<file path="src/clcf_pkg.sv">
// clcf_pkg: shared types and constants for the command line character filter
// no dependencies; imported by command_line_char_filter_top
package clcf_pkg;

	// line buffer size, derived fill width, fixed position width and fill limit
	localparam int LINE_SIZE  = 96;
	localparam int FILL_W     = $clog2(LINE_SIZE);
	localparam int POS_W      = 7;
	localparam logic [FILL_W-1:0] FILL_LIMIT = FILL_W'(LINE_SIZE - 1);

	// characters with a meaning of their own
	localparam logic [7:0] CH_LF        = 8'h0A;
	localparam logic [7:0] CH_CR        = 8'h0D;
	localparam logic [7:0] CH_BACKSPACE = 8'h08;
	localparam logic [7:0] CH_SEMICOLON = 8'h3B;
	localparam logic [7:0] CH_LPAREN    = 8'h28;
	localparam logic [7:0] CH_RPAREN    = 8'h29;
	localparam logic [7:0] CH_BACKSLASH = 8'h5C;
	localparam logic [7:0] CH_QUOTE     = 8'h22;

	// configuration register indexes
	localparam logic CFG_PAREN_COMMENTS = 1'b0;
	localparam logic CFG_QUOTED_STRINGS = 1'b1;

	// parse mode; escape codes are the mode before the escape plus four
	typedef enum logic [2:0] {
		MODE_NORMAL     = 3'd0,
		MODE_EOL        = 3'd1,
		MODE_QUOTED     = 3'd2,
		MODE_PAREN      = 3'd3,
		MODE_ESC_NORMAL = 3'd4,
		MODE_ESC_EOL    = 3'd5,
		MODE_ESC_QUOTED = 3'd6,
		MODE_ESC_PAREN  = 3'd7
	} mode_t;

	// buffer action reported per byte
	typedef enum logic [2:0] {
		ACT_NONE  = 3'd0,
		ACT_STORE = 3'd1,
		ACT_ERASE = 3'd2,
		ACT_LINE  = 3'd3,
		ACT_EMPTY = 3'd4
	} action_t;

endpackage

</file>
<file path="src/command_line_char_filter_top.sv">
// command_line_char_filter_top: byte-by-byte command line builder
// depends on clcf_pkg for character codes, mode and action types
//
// Takes one received byte per transfer and gives one buffer action per byte:
// nothing, store a byte, erase a byte, line complete (position holds the
// length, out_byte is the zero terminator) or empty line. Semicolon comments,
// optional parenthesised comments, optional quoted strings, backslash escapes,
// backspace and line overflow at LINE_SIZE-1 bytes are handled here. A byte
// passes an input register and then the parse logic into the result register;
// one byte is taken in every cycle as long as the result side does not stall.
// Configuration writes belong to idle periods.
module command_line_char_filter_top
	import clcf_pkg::*;
(
	input  logic             clk,
	input  logic             arst_n,
	// configuration write port
	input  logic             cfg_we,
	input  logic             cfg_index,
	input  logic             cfg_data,
	// input channel
	input  logic             in_valid,
	output logic             in_stall,
	input  logic [7:0]       in_byte,
	// result channel
	output logic             out_valid,
	input  logic             out_stall,
	output logic [2:0]       action,
	output logic [POS_W-1:0] position,
	output logic [7:0]       out_byte
);

	logic              paren_on_q;
	logic              quoted_on_q;
	logic              valid_s1;
	logic [7:0]        byte_s1;
	logic              out_valid_q;
	action_t           action_q;
	logic [POS_W-1:0]  position_q;
	logic [7:0]        out_byte_q;
	mode_t             mode_q;
	logic [FILL_W-1:0] fill_q;
	logic              advance;
	logic              in_take;
	mode_t             mode_d;
	mode_t             mode_mid;
	logic [FILL_W-1:0] fill_d;
	action_t           act_d;
	logic [FILL_W-1:0] pos_d;
	logic [7:0]        obyte_d;
	logic              fall_through;
	logic [FILL_W-1:0] fill_inc;

	// configuration registers
	always_ff @(posedge clk or negedge arst_n) begin
		if (!arst_n) begin
			paren_on_q  <= 1'b0;
			quoted_on_q <= 1'b0;
		end else if (cfg_we) begin
			if (cfg_index == CFG_PAREN_COMMENTS)
				paren_on_q <= cfg_data;
			if (cfg_index == CFG_QUOTED_STRINGS)
				quoted_on_q <= cfg_data;
		end
	end

	// handshake: stage 1 moves on when the result register is free or drained
	assign advance  = !out_valid_q || !out_stall;
	assign in_stall = valid_s1 && !advance;
	assign in_take  = in_valid && !in_stall;

	// end of line, then mode escape/comment/quote rules, then backspace or store
	always_comb begin
		mode_mid     = mode_q;
		mode_d       = mode_q;
		fill_d       = fill_q;
		act_d        = ACT_NONE;
		pos_d        = '0;
		obyte_d      = '0;
		fall_through = 1'b0;
		fill_inc     = fill_q + 1'b1;

		priority if (byte_s1 == CH_LF || byte_s1 == CH_CR) begin
			// end of line in any mode
			mode_d = MODE_NORMAL;
			fill_d = '0;
			if (fill_q != '0) begin
				act_d = ACT_LINE;
				pos_d = fill_q;
			end else begin
				act_d = ACT_EMPTY;
			end
		end else if (mode_q == MODE_EOL) begin
			mode_d = MODE_EOL;
		end else if (mode_q == MODE_PAREN) begin
			if (byte_s1 == CH_RPAREN)
				mode_d = MODE_NORMAL;
		end else if (mode_q[2]) begin
			// escaped byte: back to the mode before the escape
			mode_mid     = mode_t'({1'b0, mode_q[1:0]});
			fall_through = 1'b1;
		end else if (byte_s1 == CH_BACKSLASH) begin
			mode_mid     = mode_t'({1'b1, mode_q[1:0]});
			mode_d       = mode_mid;
			// inside quotes the backslash itself is kept
			fall_through = (mode_q == MODE_QUOTED);
		end else if (mode_q == MODE_QUOTED) begin
			if (byte_s1 == CH_QUOTE)
				mode_mid = MODE_NORMAL;
			fall_through = 1'b1;
		end else if (quoted_on_q && byte_s1 == CH_QUOTE) begin
			mode_mid     = MODE_QUOTED;
			fall_through = 1'b1;
		end else if (byte_s1 == CH_SEMICOLON) begin
			mode_d = MODE_EOL;
		end else if (paren_on_q && byte_s1 == CH_LPAREN) begin
			mode_d = MODE_PAREN;
		end else begin
			fall_through = 1'b1;
		end

		// buffer update for bytes that reach the line
		if (fall_through) begin
			mode_d = mode_mid;
			if (byte_s1 == CH_BACKSPACE) begin
				if (fill_q != '0) begin
					fill_d = fill_q - 1'b1;
					act_d  = ACT_ERASE;
					pos_d  = fill_q - 1'b1;
				end
			end else begin
				fill_d  = fill_inc;
				act_d   = ACT_STORE;
				pos_d   = fill_q;
				obyte_d = byte_s1;
				// overflow skips the rest of the line
				if (fill_inc >= FILL_LIMIT)
					mode_d = MODE_EOL;
			end
		end
	end

	// input register, parse state and result register
	always_ff @(posedge clk or negedge arst_n) begin
		if (!arst_n) begin
			valid_s1    <= 1'b0;
			out_valid_q <= 1'b0;
			mode_q      <= MODE_NORMAL;
			fill_q      <= '0;
		end else begin
			// stage 1 fills on a transfer, empties when its byte moves on
			if (in_take)
				valid_s1 <= 1'b1;
			else if (advance)
				valid_s1 <= 1'b0;
			if (advance)
				out_valid_q <= valid_s1;
			if (advance && valid_s1) begin
				mode_q <= mode_d;
				fill_q <= fill_d;
			end
		end
	end

	// payload registers
	always_ff @(posedge clk) begin
		if (in_take)
			byte_s1 <= in_byte;
		if (advance && valid_s1) begin
			action_q   <= act_d;
			position_q <= POS_W'(pos_d);
			out_byte_q <= obyte_d;
		end
	end

	assign out_valid = out_valid_q;
	assign action    = action_q;
	assign position  = position_q;
	assign out_byte  = out_byte_q;

endmodule

</file>
<file path="config.mk">
export PLATFORM = sky130hd
export DESIGN_NAME = command_line_char_filter_top
export DESIGN_NICKNAME = d
export VERILOG_FILES = /design/src/clcf_pkg.sv /design/src/command_line_char_filter_top.sv
export SDC_FILE = /design/constraint.sdc
export NUM_CORES = 1
export LEC_CHECK = 0
export BUFFER_PORTS_ARGS = -buffer_cell sky130_fd_sc_hd__buf_2
export CORE_ASPECT_RATIO = 1.5
export CORE_MARGIN = 1.5
export CORE_UTILIZATION = 57
export DETAILED_ROUTE_END_ITERATION = 7
export GPL_ROUTABILITY_DRIVEN = 0
export GPL_TIMING_DRIVEN = 0
export PLACE_DENSITY = 0.8
export SYNTH_ARGS = -nofsm -noshare
export SYNTH_HDL_FRONTEND = slang
export SYNTH_SLANG_ARGS = --single-unit
</file>
<file path="constraint.sdc">
create_clock -name clk -period 2.78 [get_ports clk]
set_input_delay 0.139 -clock clk [delete_from_list [all_inputs] [get_ports clk]]
set_output_delay 0.139 -clock clk [all_outputs]
set_load 0.1 [all_outputs]
</file>
==> results of run 1 <==
cell families (layout without fill, tap and decap cells):
| logic type | after synthesis | after routing | synth area share |
|---|---|---|---|
| buf+inv | 25 | 72 | 0.0433 |
| fa+ha+maj | 4 | 4 | 0.0209 |
| xor+xnor | 3 | 3 | 0.0110 |
| mux | 5 | 5 | 0.0225 |
| simple gates | 86 | 86 | 0.219 |
| flops | 40 | 40 | 0.472 |
| compound gates | 70 | 70 | 0.211 |
cells in the final DEF, fill, tap and decap left out, types with 7 or more instances in the layout:
cell type  count
clkbuf_1       9
dfrtp_1       14
edfxtp_1      26
buf_2         36
and3_1         7
a21oi_1       10
o21ai_0        7
o211ai_1      13
inv_1         12
nand2_1       15
nand3_1        7
nor2_1        14
and2_1         8
layer usage:
metal,GRT usage,up-vias
li1,-,989
met1,0.259,1027
met2,0.481,107
met4,0.157,0
met3,0.0498,21
met5,0,-
metrics by stage:
stage	std cells	power, uW	util	worst slack [ns]	instance area, um2
3_5_place_dp	312	2060	0.657	0.196	2620
3_3_place_gp	312	2030	0.657	0.242	2620
5_1_grt	325	2700	0.698	0.0673	2790
6_report	325	2570	0.698	0.230	2790
2_1_floorplan	233	1830	-	0.335	2400
4_1_cts	321	2540	0.688	0.186	2750
worst register-to-register path: stages, from the launching register on:
cell       delay, ns
dfrtp_1         0.39
clkbuf_1        0.20
inv_2           0.17
ha_1            0.25
or3b_1          0.46
or3_1           0.40
a21oi_1         0.17
a2bb2oi_1       0.16
o22ai_1         0.09
layout make-up:
class	instances	share of cell area
multi-input combinational	168	0.416
sequential	40	0.406
timing repair buffer	39	0.0790
clock buffer	5	0.0247
tap	45	0.0202
buffer	12	0.0197
inverter	13	0.0175
clock inverter	3	0.0170
state kept, by name (all words and copies together), names as in the netlist:
name / cells
quoted_on_q: 1
mode_q: 3
out_valid: 1
fill_q: 7
byte_s1: 8
out_byte: 8
paren_on_q: 1
valid_s1: 1
position: 7
action: 3
power by group:
part | internal (uW) | switching [uW] | leakage, uW
Sequential | 781 | 93.2 | 0.000404
Combinational | 363 | 839 | 0.000640
Clock | 270 | 219 | 0.0000583
Total | 1410 | 1150 | 0.00110
what timing repair did:
action,in CTS,in global routing
endpoints found under the setup margin,0,1
gates resized for setup,0,1
setup buffers,0,0
hold buffers,1,4
hold endpoints to repair,14,4
worst max-delay path by stage:
| stage | cells after the start | endpoint | from |
|---|---|---|---|
| 5_1_grt | 8 | position[6] | fill_q[0] |
| 3_5_place_dp | 8 | position[6] | fill_q[0] |
| 4_1_cts | 8 | position[6] | fill_q[0] |
| 2_1_floorplan | 7 | mode_q[2] | out_valid |
| 3_3_place_gp | 8 | position[6] | fill_q[0] |
| 6_report | 8 | position[6] | fill_q[0] |
==> summary.md, run 1 <==
| Metric | Value |
|---|---|
| Footprint of the multi-input gates | `about 1200 um2` |
| Max cap viols | `0` |
| Final setup viols | `0` |
| IO buf count | `34` |
| Fin. max-slew vios | `0` |
| Clock-pin slew on the worst setup and hold paths | `around 0.090 ns` |
| Min Hold Slack | `approximately 0.0054 ns` |
| Inserted Diodes | `0` |
| Largest net degree at the start of global routing | `28` |
| Worst-path cell chain | `clkbuf_1 > inv_2 > ha_1 > or3b_1 > or3_1 > a21oi_1 > a2bb2oi_1 > o22ai_1` |
| Avg WL per Cell | `roughly 17 um` |
| Area growth from synthesis to layout | `16.4%` |
| Buf/Inv on CP | `2` |
| Final ANT Viol Nets | `0` |
| Reg-to-Reg Start | `fill_q[0]` |
| Initial antenna violation count | `0` |
| Post-synth top area share | `0.326` |
| Cell taking the most area after synthesis | `edfxtp_1` |
| Fin crit share | `0.917` |
| Synth cell types | `60` |
| Final nets | `between 200 and 300` |
| Vias per cell | `between 6 and 7` |
| FILL cells | `312` |
| CP max stage cell | `or3b_1` |
| FF-to-FF End | `position[6]` |
| Reg area | `about 1100 um2` |
| Top-count cell post-synth | `edfxtp_1` |
| Cell Area, Synth | `between 2000 and 2500 um2` |
| CTS root buf | `clkbuf_8` |
| DR vias | `roughly 2100` |
| Fmax | `~400 MHz` |
| Met2 WL | `2960 um` |
| Hpwl dp | `about 4000 um` |
| Latest clock arrival within the worst-skew pair | `~0.31 ns` |
| Area contributors post-synth | `edfxtp_1 33%, dfrtp_1 15%, o211ai_1 4.1%` |
| Top FF cell, synth | `edfxtp_1` |
| Total CTS buffers | `5` |
| Vias in the first global route | `around 2100` |
| First-pass GRT wire length | `just under 9000 um` |
| Hold depth | `1` |
| WL met1 | `~2000 um` |
| GRT Util Overall | `0.255` |
| Die ar. | `approximately 4600 um2` |
| Max layer used | `met4` |
| Gr ovfl total | `0` |
| Hold wc startpoint | `in_byte[7]` |
| Post-layout min period | `2.55 ns` |
| Worst setup path class | `flop to flop` |
| Status | `complete, no violations` |
| Top post-synthesis cells by count | `26 x edfxtp_1, 15 x nand2_1, 14 x dfrtp_1, 14 x nor2_1` |
| Number of synthesized register bits | `40` |
| TritonCTS clock tree | `yes` |
| Sum of negative setup slack | `0 ns` |
| Kind of cell adding the most delay to the critical path | `simple AND/OR/NAND/NOR gates` |
| CP Capture Type | `flop` |
| Worst Path Required | `2.83 ns` |
| Max clock buf depth | `2` |
| Die width | `55.9 um` |
| Synthesized area per cell | `approximately 10 um2` |
| Net Count, Synth | `roughly 250` |
| Clk sinks | `40` |
| Core footprint | `between 3000 and 4000 um2` |
| Crit path largest cell delay | `about 0.46 ns` |
| IO Pins | `35` |
| Clock skew | `between 0.01 and 0.015 ns` |
| VDD IR max | `0.765 mV` |
| Max-slew headroom | `0.0882` |
| FF-to-FF path depth | `8` |
| Max Fanout on Critical Path | `10` |
| Met3 WL | `between 300 and 400 um` |
| Initial DRC Count | `104` |
| Seq/Total Area, Yosys | `0.472` |
| Final number of hold-violating endpoints | `0` |
| Row count | `28` |
| Die height | `slightly above 80 um` |
| Worst reg2reg setup slack | `around 0.23 ns` |
| Critical Path Start Type | `flop` |
| Class of the worst hold path | `input pin to flop` |
| Async SR Flop Fraction | `0.350` |
| Worst-Margin Slew | `between 1 and 1.5 ns` |
| WHS Endpoint | `byte_s1[7]` |
| First-pass DRT Iterations | `5` |
| Initial Util | `0.600` |
| Unrepaired setup endpoints after global routing | `false` |
| Share of cells above drive strength 1 | `0.204` |
| Leak | `0.00110 uW` |
| Total wire length | `roughly 5500 um` |
| EDFF count, synth | `26` |
| H-tree depth | `2` |
| Drc violations | `0` |
| Ys Warns | `0` |
| PD cells | `around 920 nW/um2` |
| Synth Instances | `233` |
| Arr. time, crit path | `between 2 and 3 ns` |
No activity file was read; power rests on OpenSTA's default activity.
==> run 2: changes to the inputs <==
--- a/config.mk
+++ b/config.mk
@@ -8,11 +8,12 @@
 export BUFFER_PORTS_ARGS = -buffer_cell sky130_fd_sc_hd__buf_2
 export CORE_ASPECT_RATIO = 1.5
 export CORE_MARGIN = 1.5
-export CORE_UTILIZATION = 57
+export CORE_UTILIZATION = 59
+export CTS_BUF_LIST = sky130_fd_sc_hd__clkbuf_2 sky130_fd_sc_hd__clkbuf_4 sky130_fd_sc_hd__clkbuf_8
 export DETAILED_ROUTE_END_ITERATION = 7
 export GPL_ROUTABILITY_DRIVEN = 0
 export GPL_TIMING_DRIVEN = 0
-export PLACE_DENSITY = 0.8
+export PLACE_DENSITY = 0.82
 export SYNTH_ARGS = -nofsm -noshare
 export SYNTH_HDL_FRONTEND = slang
 export SYNTH_SLANG_ARGS = --single-unit
==> constraint.sdc (replaced) <==
create_clock -name clk -period 2.9 [get_ports clk]
set_input_delay 0.145 -clock clk [delete_from_list [all_inputs] [get_ports clk]]
set_output_delay 0.145 -clock clk [all_outputs]
set_load 0.1 [all_outputs]
==> run 2 against run 1 <==
- maximum frequency decreased by 2.3%
- sequential share of layout area increased by 0.93 points
- worst setup slack improved by 0.061 ns
- critical path depth unchanged
- sequential power decreased by 4.1%
- combinational power decreased by 4%
- register-to-register slack improved by 0.06 ns
- die area decreased by 3.2%
- clock power decreased by 24%
- non-clock buffer count decreased by 4
- clock-buffer cell count unchanged
- critical path type unchanged
- largest cell class unchanged
==> summary.md, run 2 (synthesis gave the netlist of run 1 again) <==
| Metric | Value |
|---|---|
| Final ANT Viol Nets | `0` |
| Sum of negative setup slack | `0 ns` |
| Core footprint | `just under 4000 um2` |
| Max-slew headroom | `0.590` |
| Unrepaired setup endpoints after global routing | `false` |
| Avg WL per Cell | `about 17 um` |
| Hold wc startpoint | `in_byte[3]` |
| Initial antenna violation count | `0` |
| Vias per cell | `around 6.5` |
| CTS root buf | `clkbuf_8` |
| Arr. time, crit path | `2.64 ns` |
| Final nets | `294` |
| H-tree depth | `2` |
| Initial DRC Count | `94` |
| Final non-filler cell total | `roughly 320` |
| Vias in the first global route | `just over 2000` |
| Worst setup path class | `flop to flop` |
| Status | `complete, no violations` |
| First-pass GRT wire length | `8810 um` |
| Worst Setup SP | `fill_q[0]` |
| Final number of hold-violating endpoints | `0` |
| Area growth from synthesis to layout | `13.8%` |
| Setup bufs post-CTS | `0` |
| Critical Path Start Type | `flop` |
| First-pass DRT Iterations | `5` |
| Die height | `a little over 80 um` |
| Row count | `28` |
| Seq pwr share | `0.355` |
| Worst-Margin Slew | `roughly 0.62 ns` |
| Drc violations | `0` |
| GRT Util Overall | `0.276` |
| IO buf count | `34` |
| Combinational power share | `0.487` |
| WHS Endpoint | `byte_s1[3]` |
| Clk sinks | `40` |
| Share of cells above drive strength 1 | `0.207` |
| Hold buffers post-CTS | `1` |
| Total CTS buffers | `5` |
| CP Capture Type | `flop` |
| Fin crit share | `0.899` |
| Post-layout min period | `about 2.6 ns` |
| TritonCTS clock tree | `yes` |
| Leak | `about 0.0011 uW` |
| Clock-pin slew on the worst setup and hold paths | `0.08 ns` |
| Psw | `1090 uW` |
| Largest net degree at the start of global routing | `28` |
| Final setup viols | `0` |
| Clock skew | `a little under 0.004 ns` |
| Total wire length | `5400 um` |
| Fin. max-slew vios | `0` |
| Die ar. | `about 4500 um2` |
| VDD IR max | `0.637 mV` |
| Most frequent cells in the layout | `36 x buf_2, 26 x edfxtp_1, 15 x nand2_1` |
| Class of the worst hold path | `input pin to flop` |
| Cell area after placement | `around 2600 um2` |
| Min Hold Slack | `~0.02 ns` |
| FF-to-FF path depth | `8` |
| Max Fanout on Critical Path | `10` |
| Fin area | `2730 um2` |
| Internal power | `1260 uW` |
| Fmax | `approximately 380 MHz` |
| Hold depth | `1` |
| IO Pins | `35` |
| Switching Share | `0.464` |
| PD cells | `roughly 870 nW/um2` |
| Worst Path Required | `2.94 ns` |
| Die width | `~55 um` |
| FF-to-FF End | `position[3]` |
| Reg-to-Reg Start | `fill_q[0]` |
| Initial Util | `0.611` |
| DR vias | `about 2100` |
| Max cap viols | `0` |
| Commonest non-fill, non-tap cell in the layout | `buf_2` |
| Gr ovfl total | `0` |
| Dpl cells | `around 310` |
| Latest clock arrival within the worst-skew pair | `0.29 ns` |
| PostCTS Resize Cnt | `0` |
| Max clock buf depth | `2` |
| Hpwl dp | `3890 um` |
| Clock share of power | `0.158` |
| Worst reg2reg setup slack | `around 0.29 ns` |
| Inserted Diodes | `0` |
[run 2: worst max-delay path by stage]
stage	to
global route	position[3]
floorplan	mode_q[2]
CTS	position[6]
global placement	position[6]
detailed placement	position[6]
finish	position[3]
[run 2: final cells by class]
class	instances	area (um2)
Fill cell	324	1200
Multi-Input combinational cell	168	1160
Sequential cell	40	1130
Timing Repair Buffer	35	180
Clock buffer	5	68.8
Buffer	12	56.3
Tap cell	45	56.3
Inverter	13	48.8
Clock inverter	3	23.8
[run 2: power by group through the flow]
stage	combinational (uW)	sequential, uW	clock (uW)
6_report	1150	838	373
4_1_cts	1140	838	383
3_3_place_gp	1110	842	0
3_5_place_dp	1130	850	0
2_1_floorplan	606	1150	0
5_1_grt	1240	856	404
[run 2: worst max-delay path, cell delays in order (launching register included)]
cell,delay [ns]
dfrtp_1,0.38
clkbuf_1,0.21
inv_1,0.23
ha_1,0.18
nor4b_1,0.42
and2_0,0.38
nor2_1,0.22
a22oi_1,0.21
o22ai_1,0.11
[run 2: per-stage QoR]
stage | util | total power (uW) | worst slack [ns]
2_1_floorplan | - | 1760 | 0.455
4_1_cts | 0.695 | 2360 | 0.321
3_5_place_dp | 0.668 | 1980 | 0.320
6_report | 0.695 | 2360 | 0.292
5_1_grt | 0.695 | 2500 | 0.160
3_3_place_gp | 0.668 | 1950 | 0.352
[run 2: layer usage]
| layer | global-route usage | wire (um) | vias to the layer above |
|---|---|---|---|
| met5 | 0 | 0 | - |
| met4 | 0.159 | 141 | 0 |
| met3 | 0.0460 | 308 | 15 |
| met2 | 0.486 | 2900 | 104 |
| met1 | 0.297 | 2040 | 992 |
| li1 | - | - | 978 |
